File: src/rtl/core/ssfe_pkg.sv
`default_nettype none
package ssfe_pkg;

   localparam int MAX_TERMS_DEF  = 16;
   localparam int ANGLE_BITS_DEF = 16;

   localparam logic OP_LOAD = 1'b0;
   localparam logic OP_EVAL = 1'b1;

   localparam logic [1:0] CSR_WAVENUMBER = 2'd0;
   localparam logic [1:0] CSR_AMPLITUDE  = 2'd1;
   localparam logic [1:0] CSR_TERM_COUNT = 2'd2;

   typedef struct packed {
      logic [7:0]         wavenumber;
      logic signed [15:0] amplitude;
      logic [4:0]         term_count;
   } cfg_type;

   typedef struct packed {
      logic               is_eval;
      logic               load_ok;
      logic [3:0]         coeff_index;
      logic signed [15:0] coeff_value;
      logic [15:0]        eta_angle;
      logic [15:0]        phi_angle;
   } item_type;

endpackage
`default_nettype wire

File: src/rtl/core/sine_series_field_eval_core.sv
`default_nettype none
// sine series field evaluator
// request channel: start with req_* fields is taken when busy is low.
//   req_op selects a coefficient load (req_coeff_index, req_coeff_value)
//   or a point evaluation (req_eta_angle, req_phi_angle).
// a two-entry queue sits between the front end and the evaluation engine,
//   so busy rises only when two requests are waiting.
// loads are written from the idle state and give no response.
// an evaluation gives one response, rsp_strobe high for one cycle with
//   rsp_velocity, after the single sine / multiply-accumulate pipeline
//   that handles one term per cycle, its drain, and the final multiply
//   split into a low and a high half.
// the engine runs one request at a time and pops only in the idle state;
//   loads, which stay in idle, can be popped back to back.
// configuration: csr_valid/csr_ready with csr_index and csr_wdata;
//   csr_ready is always high. write only while idle.
// reset clears the queue, the engine, the coefficient table (all zero)
//   and the registers to wavenumber 1, amplitude 0, term_count 0.
// the receiver cannot stall; responses are never held.
module sine_series_field_eval_core #(
   parameter int MAX_TERMS  = ssfe_pkg::MAX_TERMS_DEF,
   parameter int ANGLE_BITS = ssfe_pkg::ANGLE_BITS_DEF
) (
   input  wire logic               clock,
   input  wire logic               reset,
   input  wire logic               start,
   output logic                    busy,
   input  wire logic               req_op,
   input  wire logic [3:0]         req_coeff_index,
   input  wire logic signed [15:0] req_coeff_value,
   input  wire logic [15:0]        req_eta_angle,
   input  wire logic [15:0]        req_phi_angle,
   output logic                    rsp_strobe,
   output logic signed [24:0]      rsp_velocity,
   input  wire logic               csr_valid,
   output logic                    csr_ready,
   input  wire logic [1:0]         csr_index,
   input  wire logic [15:0]        csr_wdata
);

   ssfe_pkg::cfg_type  cfg_ff;
   ssfe_pkg::item_type head;
   logic               head_valid, pop;

   assign csr_ready = 1'b1;

   always_ff @(posedge clock) begin
      if (reset) begin
         cfg_ff.wavenumber <= 8'd1;
         cfg_ff.amplitude  <= 16'sd0;
         cfg_ff.term_count <= 5'd0;
      end else if (csr_valid && csr_ready) begin
         unique case (csr_index)
            ssfe_pkg::CSR_WAVENUMBER: cfg_ff.wavenumber <= csr_wdata[7:0];
            ssfe_pkg::CSR_AMPLITUDE:  cfg_ff.amplitude  <= $signed(csr_wdata);
            ssfe_pkg::CSR_TERM_COUNT: cfg_ff.term_count <= csr_wdata[4:0];
            default: ;
         endcase
      end
   end

   ssfe_front #(.MAX_TERMS(MAX_TERMS)) u_front (
      .clock           (clock),
      .reset           (reset),
      .start           (start),
      .busy            (busy),
      .req_op          (req_op),
      .req_coeff_index (req_coeff_index),
      .req_coeff_value (req_coeff_value),
      .req_eta_angle   (req_eta_angle),
      .req_phi_angle   (req_phi_angle),
      .head_valid      (head_valid),
      .head            (head),
      .pop             (pop)
   );

   ssfe_back #(.MAX_TERMS(MAX_TERMS), .ANGLE_BITS(ANGLE_BITS)) u_back (
      .clock        (clock),
      .reset        (reset),
      .cfg          (cfg_ff),
      .head_valid   (head_valid),
      .head         (head),
      .pop          (pop),
      .rsp_strobe   (rsp_strobe),
      .rsp_velocity (rsp_velocity)
   );

endmodule
`default_nettype wire

File: src/rtl/core/ssfe_ram.sv
`default_nettype none
module ssfe_ram #(
   parameter int WIDTH = 16,
   parameter int DEPTH = 16,
   localparam int AW = (DEPTH > 1) ? $clog2(DEPTH) : 1
) (
   input  wire logic             clock,
   input  wire logic             we,
   input  wire logic [AW-1:0]    waddr,
   input  wire logic [WIDTH-1:0] wdata,
   input  wire logic [AW-1:0]    raddr,
   output logic      [WIDTH-1:0] rdata
);

   logic [WIDTH-1:0] mem_ff [DEPTH];

   always_ff @(posedge clock) begin
      if (we) begin
         mem_ff[waddr] <= wdata;
      end
      rdata <= mem_ff[raddr];
   end

endmodule
`default_nettype wire

File: src/rtl/core/ssfe_front.sv
`default_nettype none
module ssfe_front #(
   parameter int MAX_TERMS = ssfe_pkg::MAX_TERMS_DEF
) (
   input  wire logic               clock,
   input  wire logic               reset,
   input  wire logic               start,
   output logic                    busy,
   input  wire logic               req_op,
   input  wire logic [3:0]         req_coeff_index,
   input  wire logic signed [15:0] req_coeff_value,
   input  wire logic [15:0]        req_eta_angle,
   input  wire logic [15:0]        req_phi_angle,
   output logic                    head_valid,
   output ssfe_pkg::item_type      head,
   input  wire logic               pop
);

   ssfe_pkg::item_type q_ff [2];
   logic       wp_ff, wp_in, rp_ff, rp_in;
   logic [1:0] cnt_ff, cnt_in;
   logic       push;
   ssfe_pkg::item_type item;

   assign busy       = (cnt_ff == 2'd2);
   assign head_valid = (cnt_ff != 2'd0);
   assign head       = q_ff[rp_ff];
   assign push       = start && !busy;

   always_comb begin
      item.is_eval     = (req_op == ssfe_pkg::OP_EVAL);
      // loads to slots past the table are dropped by the back end
      item.load_ok     = (7'(req_coeff_index) < 7'(MAX_TERMS));
      item.coeff_index = req_coeff_index;
      item.coeff_value = req_coeff_value;
      item.eta_angle   = req_eta_angle;
      item.phi_angle   = req_phi_angle;
   end

   always_comb begin
      wp_in  = push ? ~wp_ff : wp_ff;
      rp_in  = pop ? ~rp_ff : rp_ff;
      cnt_in = cnt_ff + 2'(push) - 2'(pop);
   end

   always_ff @(posedge clock) begin
      if (reset) begin
         wp_ff  <= 1'b0;
         rp_ff  <= 1'b0;
         cnt_ff <= 2'd0;
      end else begin
         wp_ff  <= wp_in;
         rp_ff  <= rp_in;
         cnt_ff <= cnt_in;
      end
   end

   always_ff @(posedge clock) begin
      if (push) begin
         q_ff[wp_ff] <= item;
      end
   end

endmodule
`default_nettype wire

File: src/rtl/core/ssfe_back.sv
`default_nettype none
module ssfe_back #(
   parameter int MAX_TERMS  = ssfe_pkg::MAX_TERMS_DEF,
   parameter int ANGLE_BITS = ssfe_pkg::ANGLE_BITS_DEF
) (
   input  wire logic                clock,
   input  wire logic                reset,
   input  wire ssfe_pkg::cfg_type   cfg,
   input  wire logic                head_valid,
   input  wire ssfe_pkg::item_type  head,
   output logic                     pop,
   output logic                     rsp_strobe,
   output logic signed [24:0]       rsp_velocity
);

   localparam int IDX_W = (MAX_TERMS > 1) ? $clog2(MAX_TERMS) : 1;
   localparam int CNT_W = $clog2(MAX_TERMS + 1);
   localparam int ACC_W = 32 + $clog2(MAX_TERMS);
   localparam int LO_W  = 19;
   localparam int HI_W  = ACC_W - LO_W;
   localparam int PW    = ACC_W + 17;
   localparam int AB    = ANGLE_BITS;

   localparam logic [2:0] ST_IDLE  = 3'd0;
   localparam logic [2:0] ST_TERMS = 3'd1;
   localparam logic [2:0] ST_DRAIN = 3'd2;
   localparam logic [2:0] ST_MLO   = 3'd3;
   localparam logic [2:0] ST_MHI   = 3'd4;
   localparam logic [2:0] ST_FIN   = 3'd5;

   localparam logic signed [PW-1:0] RND    = PW'(1) << 25;
   localparam logic signed [PW-1:0] VEL_HI = PW'(25'sh0FFFFFF);
   localparam logic signed [PW-1:0] VEL_LO = -(PW'(1) << 24);

   logic [2:0]       state_ff, state_in;
   logic [CNT_W-1:0] n_ff, n_in, terms_ff, terms_in;
   logic [AB-1:0]    ang_ff, ang_in, step_ff, step_in;
   logic signed [ACC_W-1:0] acc_ff;
   logic signed [16:0]      e_ff;
   logic signed [LO_W+16:0] prod_lo_ff;
   logic signed [HI_W+16:0] prod_hi_ff;
   logic                    rsp_strobe_ff;
   logic signed [24:0]      rsp_vel_ff;
   logic v1_ff, v2_ff, v3_ff, v4_ff, v5_ff, v6_ff;

   // coefficient table and its valid bits
   logic [MAX_TERMS-1:0] vld_ff;
   logic                 ram_we;
   logic [IDX_W-1:0]     ram_waddr, ram_raddr;
   logic [15:0]          ram_rdata;
   logic                 rd_ok_ff;

   assign ram_waddr = IDX_W'(7'(head.coeff_index));
   assign ram_raddr = n_ff[IDX_W-1:0];

   ssfe_ram #(.WIDTH(16), .DEPTH(MAX_TERMS)) u_coeff_ram (
      .clock (clock),
      .we    (ram_we),
      .waddr (ram_waddr),
      .wdata (head.coeff_value),
      .raddr (ram_raddr),
      .rdata (ram_rdata)
   );

   always_ff @(posedge clock) begin
      if (reset) begin
         vld_ff <= '0;
      end else if (ram_we) begin
         vld_ff[ram_waddr] <= 1'b1;
      end
      rd_ok_ff <= vld_ff[ram_raddr];
   end

   // angle setup
   logic [AB-1:0]   eta_m, phi_m, eta_ang;
   logic [AB+7:0]   eta_prod;
   logic [6:0]      tc7, mt7;

   assign eta_m    = AB'(head.eta_angle);
   assign phi_m    = AB'(head.phi_angle);
   assign eta_prod = (AB+8)'(cfg.wavenumber) * (AB+8)'(eta_m);
   assign eta_ang  = eta_prod[AB-1:0];
   assign tc7      = 7'(cfg.term_count);
   assign mt7      = 7'(MAX_TERMS);

   // issue into the sine pipeline
   logic          iss_v, iss_eta;
   logic [AB-1:0] iss_ang;
   logic [15:0]   phase;

   generate
      if (AB >= 16) begin : g_phase_dn
         assign phase = 16'(iss_ang >> (AB - 16));
      end else begin : g_phase_up
         assign phase = {iss_ang, {(16 - AB){1'b0}}};
      end
   endgenerate

   always_comb begin
      state_in = state_ff;
      n_in     = n_ff;
      terms_in = terms_ff;
      ang_in   = ang_ff;
      step_in  = step_ff;
      pop      = 1'b0;
      ram_we   = 1'b0;
      iss_v    = 1'b0;
      iss_eta  = 1'b0;
      iss_ang  = ang_ff;
      unique case (state_ff)
         ST_IDLE: begin
            if (head_valid) begin
               pop = 1'b1;
               if (head.is_eval) begin
                  iss_v    = 1'b1;
                  iss_eta  = 1'b1;
                  iss_ang  = eta_ang;
                  step_in  = {phi_m[AB-2:0], 1'b0};
                  ang_in   = {phi_m[AB-2:0], 1'b0};
                  n_in     = '0;
                  terms_in = CNT_W'((tc7 > mt7) ? mt7 : tc7);
                  state_in = (terms_in == '0) ? ST_DRAIN : ST_TERMS;
               end else begin
                  ram_we = head.load_ok;
               end
            end
         end
         ST_TERMS: begin
            iss_v  = 1'b1;
            ang_in = ang_ff + step_ff;
            n_in   = n_ff + 1'b1;
            if (n_in == terms_ff) begin
               state_in = ST_DRAIN;
            end
         end
         ST_DRAIN: begin
            if (!(v1_ff || v2_ff || v3_ff || v4_ff || v5_ff || v6_ff)) begin
               state_in = ST_MLO;
            end
         end
         ST_MLO:  state_in = ST_MHI;
         ST_MHI:  state_in = ST_FIN;
         ST_FIN:  state_in = ST_IDLE;
         default: state_in = ST_IDLE;
      endcase
   end

   // sine pipeline
   logic        e1_ff, e2_ff, e3_ff, e4_ff, e5_ff, e6_ff;
   logic [14:0] x1_ff, x2_ff, x3_ff, x4_ff;
   logic [1:0]  q1_ff, q2_ff, q3_ff, q4_ff;
   logic [14:0] sq2_ff, sq3_ff;
   logic [13:0] d3_ff;
   logic [14:0] t4_ff;
   logic signed [15:0] c2_ff, c3_ff, c4_ff, c5_ff;
   logic signed [15:0] sn5_ff;
   logic signed [31:0] p6_ff;

   logic [14:0] x0;
   logic [29:0] m_sq;
   logic [25:0] m_t1;
   logic [28:0] m_t2;
   logic [29:0] m_r;
   logic [16:0] s2;
   logic [15:0] s_sat;
   logic signed [15:0] mul_a;
   logic signed [32:0] e_sum;

   assign x0    = phase[14] ? 15'(15'd16384 - 15'(phase[13:0])) : 15'(phase[13:0]);
   assign m_sq  = 30'(x1_ff) * 30'(x1_ff);
   assign m_t1  = 26'(sq2_ff) * 26'd1160;
   assign m_t2  = 29'(d3_ff) * 29'(sq3_ff);
   assign m_r   = 30'(x4_ff) * 30'(t4_ff);
   assign s2    = {m_r[29:14], 1'b0};
   assign s_sat = (s2 > 17'd32767) ? 16'd32767 : s2[15:0];
   assign mul_a = e5_ff ? cfg.amplitude : c5_ff;
   assign e_sum = 33'(p6_ff) + 33'sd16384;

   always_ff @(posedge clock) begin
      if (reset) begin
         v1_ff <= 1'b0;
         v2_ff <= 1'b0;
         v3_ff <= 1'b0;
         v4_ff <= 1'b0;
         v5_ff <= 1'b0;
         v6_ff <= 1'b0;
      end else begin
         v1_ff <= iss_v;
         v2_ff <= v1_ff;
         v3_ff <= v2_ff;
         v4_ff <= v3_ff;
         v5_ff <= v4_ff;
         v6_ff <= v5_ff;
      end
   end

   always_ff @(posedge clock) begin
      e1_ff  <= iss_eta;
      x1_ff  <= x0;
      q1_ff  <= phase[15:14];
      e2_ff  <= e1_ff;
      x2_ff  <= x1_ff;
      q2_ff  <= q1_ff;
      sq2_ff <= m_sq[28:14];
      // read data lines up with the item in stage one
      c2_ff  <= rd_ok_ff ? $signed(ram_rdata) : 16'sd0;
      e3_ff  <= e2_ff;
      x3_ff  <= x2_ff;
      q3_ff  <= q2_ff;
      sq3_ff <= sq2_ff;
      d3_ff  <= 14'(14'd10512 - 14'(m_t1[25:14]));
      c3_ff  <= c2_ff;
      e4_ff  <= e3_ff;
      x4_ff  <= x3_ff;
      q4_ff  <= q3_ff;
      t4_ff  <= 15'(15'd25736 - m_t2[28:14]);
      c4_ff  <= c3_ff;
      e5_ff  <= e4_ff;
      sn5_ff <= q4_ff[1] ? -$signed(s_sat) : $signed(s_sat);
      c5_ff  <= c4_ff;
      e6_ff  <= e5_ff;
      p6_ff  <= mul_a * sn5_ff;
   end

   // accumulate and final scaling
   logic signed [PW-1:0] tot, vel_w;

   assign tot   = (PW'(prod_hi_ff) <<< LO_W) + PW'(prod_lo_ff) + RND;
   assign vel_w = tot >>> 26;

   always_ff @(posedge clock) begin
      if (state_ff == ST_IDLE && head_valid && head.is_eval) begin
         acc_ff <= '0;
      end else if (v6_ff && !e6_ff) begin
         acc_ff <= acc_ff + ACC_W'(p6_ff);
      end
      if (v6_ff && e6_ff) begin
         e_ff <= 17'(e_sum >>> 15);
      end
      if (state_ff == ST_MLO) begin
         prod_lo_ff <= $signed({1'b0, acc_ff[LO_W-1:0]}) * e_ff;
      end
      if (state_ff == ST_MHI) begin
         prod_hi_ff <= $signed(acc_ff[ACC_W-1:LO_W]) * e_ff;
      end
      if (state_ff == ST_FIN) begin
         priority if (vel_w > VEL_HI) begin
            rsp_vel_ff <= 25'sh0FFFFFF;
         end else if (vel_w < VEL_LO) begin
            rsp_vel_ff <= -25'sh1000000;
         end else begin
            rsp_vel_ff <= 25'(vel_w);
         end
      end
   end

   always_ff @(posedge clock) begin
      if (reset) begin
         state_ff      <= ST_IDLE;
         rsp_strobe_ff <= 1'b0;
      end else begin
         state_ff      <= state_in;
         rsp_strobe_ff <= (state_ff == ST_FIN);
      end
      n_ff     <= n_in;
      terms_ff <= terms_in;
      ang_ff   <= ang_in;
      step_ff  <= step_in;
   end

   assign rsp_strobe   = rsp_strobe_ff;
   assign rsp_velocity = rsp_vel_ff;

endmodule
`default_nettype wire

File: config.mk
export PLATFORM = sky130hd
export DESIGN_NAME = sine_series_field_eval_core
export DESIGN_NICKNAME = d
export VERILOG_FILES = /design/src/rtl/core/ssfe_pkg.sv /design/src/rtl/core/sine_series_field_eval_core.sv /design/src/rtl/core/ssfe_ram.sv /design/src/rtl/core/ssfe_front.sv /design/src/rtl/core/ssfe_back.sv
export SDC_FILE = /design/constraint.sdc
export NUM_CORES = 2
export LEC_CHECK = 0
export BUFFER_PORTS_ARGS = -buffer_cell sky130_fd_sc_hd__buf_2
export CAP_MARGIN = 30
export CORE_MARGIN = 4
export CORE_UTILIZATION = 30
export CTS_CLUSTER_SIZE = 20
export DETAILED_ROUTE_END_ITERATION = 10
export PLACE_DENSITY_LB_ADDON = 0.2
export SLEW_MARGIN = 20
export SYNTH_ARGS = -nofsm -noshare
export SYNTH_HDL_FRONTEND = slang
export SYNTH_SLANG_ARGS = --single-unit
File: constraint.sdc
create_clock -name clock -period 10.3 [get_ports clock]
set_input_delay 0.515 -clock clock [delete_from_list [all_inputs] [get_ports clock]]
set_output_delay 0.515 -clock clock [all_outputs]
set_load 0.005 [all_outputs]
==> out/metrics.csv <==
stage;metric;value;unit
clock_tree;Num CTS Buffers;96;
timing;RSZ-0062 raised after global routing;no;
timing;Final Hold Vio Count;0;
clock_tree;Resized cells post-CTS;0;
detailed_routing;DRC violations left;0;
placed_design;RD Place Congestion;0.803;
synth;Mapped Nets;10400;
worst_setup_path;worst setup path start;u_back.x4_ff[5]$_DFF_P_;
placed_design;Buffers on Ports;100;
placed_design;Post-DP HPWL;161;mm
worst_setup_path;CP Class;reg -> reg;
synth;number of synthesized register bits;847;
cells_and_area;Layout Area Growth over Synthesis;9.86;%
synth;Synth async-reset ratio;0;%
global_route;first-pass GRT wire length;343;mm
clock_tree;CTS tree;done;
timing;Worst-Margin Slew;1020;ps
worst_setup_path;RR Startpoint;u_back.x4_ff[5]$_DFF_P_;
floorplanning;Placeable Area;286000;um2
floorplanning;chip width;545;um
worst_setup_path;Reg2Reg Setup Slack;1800;ps
run;maxcap violations;0;
timing;Setup violations, final;0;
timing;worst hold margin;120;ps
synth;Unique masters post-synth;105;
clock_tree;clk slew on worst S/H paths;60;ps
synth;register area share after synthesis;25.3;%
detailed_routing;drt first pass iters;5;
clock_tree;clk root buf;clkbuf_16;
clock_tree;largest buffer count on any clock path;3;
worst_setup_path;Slowest-stage cell, CP;dfxtp_1;
worst_setup_path;startpoint types;register;
clock_tree;clock sinks;847;
detailed_routing;DR vias/cell;4.61;
global_route;initial antenna violation count;0;
cells_and_area;final net count;10400;
floorplanning;die height;545;um
worst_setup_path;CP endpoint;u_back.sn5_ff[15]$_DFF_P_;
clock_tree;Skew-Pair Late Insertion Delay;740;ps
worst_setup_path;reg2reg path depth;25;
worst_setup_path;CP Capture Type;register;
worst_setup_path;CP max FO;15;
timing;maximum clock frequency;0.118;GHz
global_route;largest net degree at the start of global routing;61;
floorplanning;FP Rows;196;
worst_setup_path;Worst EP arrival;9070;ps
floorplanning;Top Ports;103;
timing;final setup TNS;0;ps
placed_design;placed cell area;91200;um2
synth;EDFF count, synth;493;
run_status;status;finished, final reports clean;
hold_path;worst min path class;in -> reg;
cells_and_area;FILL cells;29200;
cells_and_area;Final Util;33.2;%
worst_setup_path;reg2reg end;u_back.sn5_ff[15]$_DFF_P_;
global_route;residual overflow from global routing;0;
timing;crit share post-route;82.6;%
detailed_routing;antenna-violating nets left;0;
synth;Ys Warns;0;
synth;Cells after Synth;8247;
cells_and_area;layout cells sized above 1;6.83;%
cells_and_area;post-route cell area;95000;um2
floorplanning;die area;297000;um2
worst_setup_path;cell seen most often among critical-path stages;fa_1;
timing;Final Critical Period;8500;ps
timing;Slew headroom;32.0;%
timing;Slew Viols, Final;0;
global_route;global-route total usage across every layer;14.5;%
synth;Synth Flop Type;edfxtp_1;
worst_setup_path;worst endpoint required time;10870;ps
synth;syn avg cell area;10.5;um2
synth;post-synthesis cell area;86500;um2
worst_setup_path;Critical Path Max Stage Delay;840;ps
detailed_routing;wire per inst;17.4;um
clock_tree;H-tree depth;3;
global_route;vias in the first global route;61100;
detailed_routing;first-iteration detailed-routing DRC count;2705;
floorplanning;initial core utilization;30.2;%
detailed_routing;total number of vias;55800;
detailed_routing;total wire length;210;mm
timing;Worst Skew;68.4;ps
## worst max-delay path: cells and delay by family (launching register included)
kind	cells	cell delay (ps)
fa+ha+maj	8	3600
mux	1	470
buf+inv	4	480
compound gates	8	2140
flops	1	840
simple gates	4	790
## cells by family (layout without fill, tap and decap cells)
family                   after synthesis  after routing  synth area share, %
AO/OA/AOI/OAI                        694            694                 5.35
XOR/XNOR                             286            286                 2.90
adder cells (fa/ha/maj)             2086           2086                 41.8
buffers and inverters               1851           1947                 8.06
flip-flops                           847            847                 25.3
multiplexers                         181            181                 3.42
other                                  1              2              0.00434
AND/OR/NAND/NOR                     2301           2301                 13.2
## state kept, by name (all words and copies together) (netlist names), 16 cells and up, named ones only
name / cells
u_back.u_coeff_ram.mem_ff: 256
u_front.q_ff: 104
u_back.acc_ff: 36
u_back.prod_hi_ff: 34
u_back.p6_ff: 32
cfg_ff: 29
u_back.rsp_velocity: 25
u_back.e_ff: 17
u_back.prod_lo_ff: 17
u_back.c2_ff: 16
u_back.c3_ff: 16
u_back.c4_ff: 16
u_back.c5_ff: 16
u_back.sn5_ff: 16
u_back.u_coeff_ram.rdata: 16
u_back.vld_ff: 16
## what timing repair did
action	4_1_cts	5_1_grt
buffers inserted	0	0
endpoints found under the hold margin	104	0
hold buffers	52	0
## per-layer routing
layer  part of all wire, %  wire length [um]  vias to the layer above  track usage, %
li1                      -                 -                    26000               -
met2                    49            104000                      771            25.2
met5                     0                 0                        -               0
met1                    46             96900                    28900            19.8
met3                   2.8              5920                      189            1.39
met4                   1.7              3620                        0            2.81
## worst min-delay path by stage
stage,from,to,slack [ps],cells after the start
floorplan,u_back.c2_ff[0]$_SDFF_PN0_,u_back.c3_ff[0]$_DFF_P_,310,0
global placement,u_back.c2_ff[5]$_SDFF_PN0_,u_back.c3_ff[5]$_DFF_P_,310,0
detailed placement,u_back.c3_ff[9]$_DFF_P_,u_back.c4_ff[9]$_DFF_P_,310,0
CTS,csr_wdata[15],cfg_ff[20]$_SDFFE_PP0P_,40,3
global route,csr_wdata[11],cfg_ff[16]$_SDFFE_PP0P_,70,3
finish,csr_wdata[11],cfg_ff[16]$_SDFFE_PP0P_,120,3
## cell usage after synthesis, types with 7 or more instances
cell,number,area share [%]
a211oi_1,21,0.18
and2_1,700,5.1
o21bai_1,29,0.25
clkbuf_1,283,1.2
a31o_2,7,0.071
a211o_1,8,0.081
and3_1,40,0.29
buf_1,17,0.074
a21oi_1,223,1.3
or3_1,19,0.14
a31oi_1,23,0.17
nor3b_1,11,0.095
or2_2,29,0.21
nor2_1,269,1.2
nor4_1,16,0.12
o31ai_1,15,0.13
nand2b_1,51,0.37
o21a_1,31,0.27
a21o_1,90,0.78
xnor2_1,201,2.0
ha_1,751,11
o21ai_1,18,0.10
a21boi_0,9,0.078
nor2b_1,63,0.46
mux2_2,64,0.83
mux4_2,85,2.2
edfxtp_1,493,17
inv_1,1540,6.7
mux2i_1,31,0.36
o21ai_0,105,0.61
nand4_1,28,0.20
and4_1,7,0.071
nand3_1,54,0.31
nor3_1,52,0.30
fa_1,1335,31
xor2_1,85,0.86
a32oi_1,8,0.081
o211ai_1,15,0.13
dfxtp_1,354,8.2
nand2_1,932,4.0
## layout by cell type, fill, tap and decap left out, types with 16 or more instances in the layout
| cell type | synthesis | final |
|---|---|---|
| fa_1 | 1335 | 1335 |
| xnor2_1 | 201 | 201 |
| ha_1 | 751 | 751 |
| o21bai_1 | 29 | 29 |
| o21a_1 | 31 | 31 |
| dfxtp_1 | 354 | 353 |
| or3_1 | 19 | 19 |
| nor2b_1 | 63 | 62 |
| nor3_1 | 52 | 52 |
| nand2_1 | 932 | 932 |
| dlygate4sd3_1 | 0 | 52 |
| a21o_1 | 90 | 90 |
| mux2_2 | 64 | 64 |
| nor4_1 | 16 | 16 |
| nand4_1 | 28 | 28 |
| a31oi_1 | 23 | 23 |
| nor2_1 | 269 | 251 |
| inv_1 | 1540 | 1540 |
| buf_4 | 5 | 65 |
| nand3_1 | 54 | 54 |
| mux2i_1 | 31 | 30 |
| clkbuf_1 | 283 | 22 |
| o21ai_1 | 18 | 19 |
| edfxtp_1 | 493 | 493 |
| xor2_1 | 85 | 85 |
| and2_1 | 700 | 700 |
| clkbuf_16 | 0 | 99 |
| a211oi_1 | 21 | 21 |
| and3_1 | 40 | 39 |
| nand2b_1 | 51 | 49 |
| o21ai_0 | 105 | 104 |
| mux4_2 | 85 | 85 |
| a21oi_1 | 223 | 223 |
| buf_2 | 5 | 100 |
| or2_2 | 29 | 29 |
## final cells by class
class | instances | area [um2] | share of cell area, %
Sequential cell | 847 | 21900 | 23.0
Antenna cell | 1 | 2.50 | 0.00263
Timing Repair Buffer | 226 | 1660 | 1.74
Inverter | 1541 | 5780 | 6.09
Clock buffer | 135 | 2740 | 2.89
Clock inverter | 45 | 490 | 0.516
Tap cell | 3762 | 4710 | 4.95
Multi-Input combinational cell | 5549 | 57700 | 60.8
## through the flow
stage	setup slack, ps	cells
3_5_place_dp	1840	11900
3_3_place_gp	1950	11900
2_1_floorplan	3050	8247
6_report	1800	12100
5_1_grt	1170	12100
4_1_cts	1780	12100
Power is left out: the tool's default activity adds up to more than one toggle a clock period on the data nets, which glitch-free logic cannot reach.
